## src/rtl/iira_pkg.sv

```systemverilog
// ----------------------------------------------------------------------------
// iira_pkg
// Shared types and codes for the indexed insert/remove array unit.
// ----------------------------------------------------------------------------
package iira_pkg;

	localparam int DATA_W = 32;
	localparam int IDX_W  = 7;
	localparam int ST_W   = 2;

	typedef enum logic [2:0] {
		KIND_READ   = 3'd0,
		KIND_WRITE  = 3'd1,
		KIND_INSERT = 3'd2,
		KIND_REMOVE = 3'd3,
		KIND_APPEND = 3'd4
	} kind_t;

	typedef enum logic [ST_W-1:0] {
		ST_DONE  = 2'd0,
		ST_RANGE = 2'd1,
		ST_FULL  = 2'd2
	} status_t;

	typedef enum logic [1:0] {
		CELL_HOLD   = 2'd0,
		CELL_WRITE  = 2'd1,
		CELL_INSERT = 2'd2,
		CELL_REMOVE = 2'd3
	} cell_op_t;

	// broadcast to every cell of the row
	typedef struct packed {
		cell_op_t                  op;
		logic signed [DATA_W-1:0]  value;
	} cell_ctl_t;

endpackage

```

## src/rtl/iira_cell.sv

```systemverilog
// ----------------------------------------------------------------------------
// iira_cell
// One list slot. Loads the broadcast word, its lower neighbor (insert) or
// its upper neighbor (remove), and drives its word when it is addressed.
// ----------------------------------------------------------------------------
module iira_cell
	import iira_pkg::*;
#(
	parameter int POS = 0,
	parameter int AW  = 7
) (
	input  logic                      clk,
	input  cell_ctl_t                 ctl,
	input  logic [AW-1:0]             idx,
	input  logic [AW-1:0]             fill,
	input  logic signed [DATA_W-1:0]  lower,
	input  logic signed [DATA_W-1:0]  upper,
	output logic signed [DATA_W-1:0]  slot,
	output logic signed [DATA_W-1:0]  rd
);

	localparam logic [AW:0] POS_W = (AW+1)'(POS);

	logic signed [DATA_W-1:0] slot_q;
	logic                     at_idx;
	logic                     above_idx;
	logic                     is_last;
	logic                     below_last;

	assign at_idx     = POS_W == {1'b0, idx};
	assign above_idx  = POS_W > {1'b0, idx};
	assign is_last    = (POS_W + 1'b1) == {1'b0, fill};
	assign below_last = (POS_W + 1'b1) < {1'b0, fill};

	always_ff @(posedge clk) begin
		case (ctl.op)
			CELL_WRITE: begin
				if (at_idx) slot_q <= ctl.value;
			end
			CELL_INSERT: begin
				if (at_idx) slot_q <= ctl.value;
				else if (above_idx) slot_q <= lower;
			end
			CELL_REMOVE: begin
				// slot that drops out of use is cleared
				if ((at_idx || above_idx) && below_last) slot_q <= upper;
				else if (is_last) slot_q <= '0;
			end
			default: begin
			end
		endcase
	end

	assign slot = slot_q;
	assign rd   = at_idx ? slot_q : '0;

endmodule

```

## config.mk

```make
export PLATFORM = sky130hd
export DESIGN_NAME = iira_cell
export DESIGN_NICKNAME = d
export VERILOG_FILES = /design/src/rtl/iira_pkg.sv /design/src/rtl/iira_cell.sv
export SDC_FILE = /design/constraint.sdc
export NUM_CORES = 1
export LEC_CHECK = 0
export ABC_AREA = 1
export BUFFER_PORTS_ARGS = -buffer_cell sky130_fd_sc_hd__buf_4
export CAP_MARGIN = 30
export CORE_MARGIN = 2
export CORE_UTILIZATION = 35
export CTS_CLUSTER_DIAMETER = 200
export DETAILED_ROUTE_END_ITERATION = 8
export PLACE_DENSITY = 0.84
export SYNTH_ARGS = -nofsm -noshare
export SYNTH_HDL_FRONTEND = slang
export SYNTH_SLANG_ARGS = --single-unit
export TNS_END_PERCENT = 30
```

## constraint.sdc

```tcl
create_clock -name clk -period 2.1 [get_ports clk]
set_clock_uncertainty 0.1 [all_clocks]
set_input_delay 0.42 -clock clk [delete_from_list [all_inputs] [get_ports clk]]
set_output_delay 0.42 -clock clk [all_outputs]
set_load 0.03 [all_outputs]
```

==> qor.csv <==
stage;metric;value;unit
drt;vias;1980;
final_layout;nNetsFinal;488;
final_layout;drive_above_1_share;51.1;%
synthesis;yosys.area.top_type;edfxtp_1;
pwr;total_power;1.98;mW
floorplan;die_w;80.7;um
timing;max_slew_margin;71.0;%
final_layout;nFillCells;520;
timing;setup_viol;0;
drt;wl_per_cell;12.1;um
status;status;finished clean;
final_layout;syn_to_final_growth;60.2;%
drt;drc_errors;0;
pwr;power_leakage;1.71;nW
pwr;clkPwrFrac;28.9;%
clocking;htreeDepth;2;
pwr;p_per_area;601;nW/um2
clocking;cts_tree;built;
worst_setup_path;path_buf_inv;3;
worst_setup_path;cp.arrival;1.37;ns
synthesis;synth_cell_types;15;
timing;slew_violations;0;
run;maxCapViolCount;0;
clocking;cts_buffers;5;
worst_setup_path;crit_chain;buf_4 -> nor2_1 -> nand2_1 -> nor2_4 -> inv_4 -> nor2_1 -> buf_4;
pwr;p_sw_share;29.0;%
floorplan;die_y;80.7;um
synthesis;synth_nets;344;
worst_setup_path;cp_data_required_time;1.58;ns
drt;antenna_left;0;
synthesis;yosysSeqAreaShare;46.7;%
timing;hold_ws;0.376;ns
pwr;p_comb_share;28.9;%
pwr;ir_drop;0.000359;V
synthesis;synth_seq_cells;32;
synthesis;synthTopCellsByArea;edfxtp_1, o22ai_2, inv_1;
min_path;hp-start;upper[1];
grt;grt_pass1_vias;1875;
final_layout;diodes;0;
synthesis;synth_area;2060;um2
worst_setup_path;critPathMaxFanout;32;
worst_setup_path;cpPeakStageDelay;0.18;ns
placed_design;placed_area;3190;um2
placed_design;numPortBuffers;144;
final_layout;largest_reg_flops;32;
drt;wirelength;5.41;mm
placed_design;place_congestion;0.730;
final_layout;final_cell_mix;buf_4, inv_1, nor2_1, nand2_1, edfxtp_1;
min_path;worstHoldPathType;in -> reg;
floorplan;row_count;27;
synthesis;synth_top_area_share;46.7;%
drt;drt_pass1_iterations;4;
synthesis;syn_area_per_cell;8.99;um2
timing;post-route-min-period;1.89;ns
pwr;power.switching;0.575;mW
synthesis;synth_cells;229;
floorplan;start_util;36.7;%
timing;finalCritPeriodShare;89.9;%
pwr;pwr-share-seq;42.2;%
timing;max_freq;530;MHz
placed_design;dp_hpwl;4.26;mm
worst_setup_path;crit_family;simple AND/OR/NAND/NOR gates;
drt;vias_per_cell;4.44;
grt;grt_pass1_wl;8.08;mm
clocking;clock-root-buffer;clkbuf_8;
clocking;path_clk_slew;0.07;ns
final_layout;final_common_cell;buf_4;
timing;worst_slew_pin_slew;0.434;ns
clocking;cts_buffer_depth;2;
clocking;cts_num_sinks;32;
drt;drt_iter0_markers;45;
timing;rsz0062_at_grt;false;
worst_setup_path;critPathLaunchType;input port;
worst_setup_path;startpoint;idx[6];
timing;hold_viol_final;0;
grt;grt.overflow.total;0;
grt;antenna_found_initial;0;
floorplan;ioPinCount;177;
timing;fin_setup_tns;0;ns
worst_setup_path;critPathSlowestCell;nor2_4;
grt;grt_max_degree;37;
pwr;p_int;1.41;mW
floorplan;coreArea;5610;um2
worst_setup_path;cp-end-kind;output port;
final_layout;design_area;3300;um2
synthesis;yosys_warnings;0;
floorplan;dieArea;6510;um2
grt;track_usage;16.3;%
worst_setup_path;critPathKind;in -> out;
final timing paths:
| path | end | cells past startpoint | slack [ns] |
|---|---|---|---|
| min | slot[1] | 3 | 0.38 |
| max | rd[9] | 7 | 0.21 |
timing repair:
item / in CTS / in global routing
hold buffers: 0 / 0
gates resized for setup: 0 / 2
buffers inserted: 0 / 0
endpoints found under the setup margin: 0 / 14
power by group through the flow:
stage               Sequential, mW  Combinational [mW]  Clock [mW]
floorplan                     1.00               0.156           0
global placement             0.848               0.564           0
detailed placement           0.851               0.576           0
CTS                          0.838               0.578       0.590
global route                 0.846               0.611       0.615
finish                       0.837               0.573       0.574
synth_stat cells:
master	count
clkbuf_1	1
inv_1	69
nand2_4	1
edfxtp_1	32
buf_2	6
nand4_1	1
o22ai_1	2
buf_6	6
nor2_4	1
nand2_1	35
nor2_1	40
o22ai_2	30
nand3_1	2
inv_2	1
ha_1	2
layer usage:
metal	share of wire (%)	track usage (%)
met2	55	31.9
met5	0	0
met1	36	16.5
met3	6.9	3.60
met4	1.9	5.93
cell type report:
| cell class | count | area [um2] | area share [%] |
|---|---|---|---|
| Inverter | 70 | 265 | 8.04 |
| Clock inverter | 2 | 35.0 | 1.06 |
| Tap cell | 72 | 90.1 | 2.73 |
| Multi-Input combinational cell | 114 | 736 | 22.3 |
| Timing Repair Buffer | 150 | 1140 | 34.5 |
| Clock buffer | 6 | 72.6 | 2.20 |
| Sequential cell | 32 | 961 | 29.1 |
metrics by stage:
stage | utilization, % | std cells | setup slack (ns)
after floorplan | - | 229 | 0.0451
after global placement | 56.8 | 438 | 0.133
final | 58.8 | 446 | 0.212
after detailed placement | 56.8 | 438 | 0.0820
after CTS | 58.8 | 446 | 0.0816
after global routing | 58.8 | 446 | 0.101
kinds of logic after synthesis:
| family | synth area share, % |
|---|---|
| buf+inv | 17.7 |
| simple gates | 15.6 |
| compound gates | 18.8 |
| flops | 46.7 |
| fa+ha+maj | 1.22 |
Power figures use the tool's default switching activity.
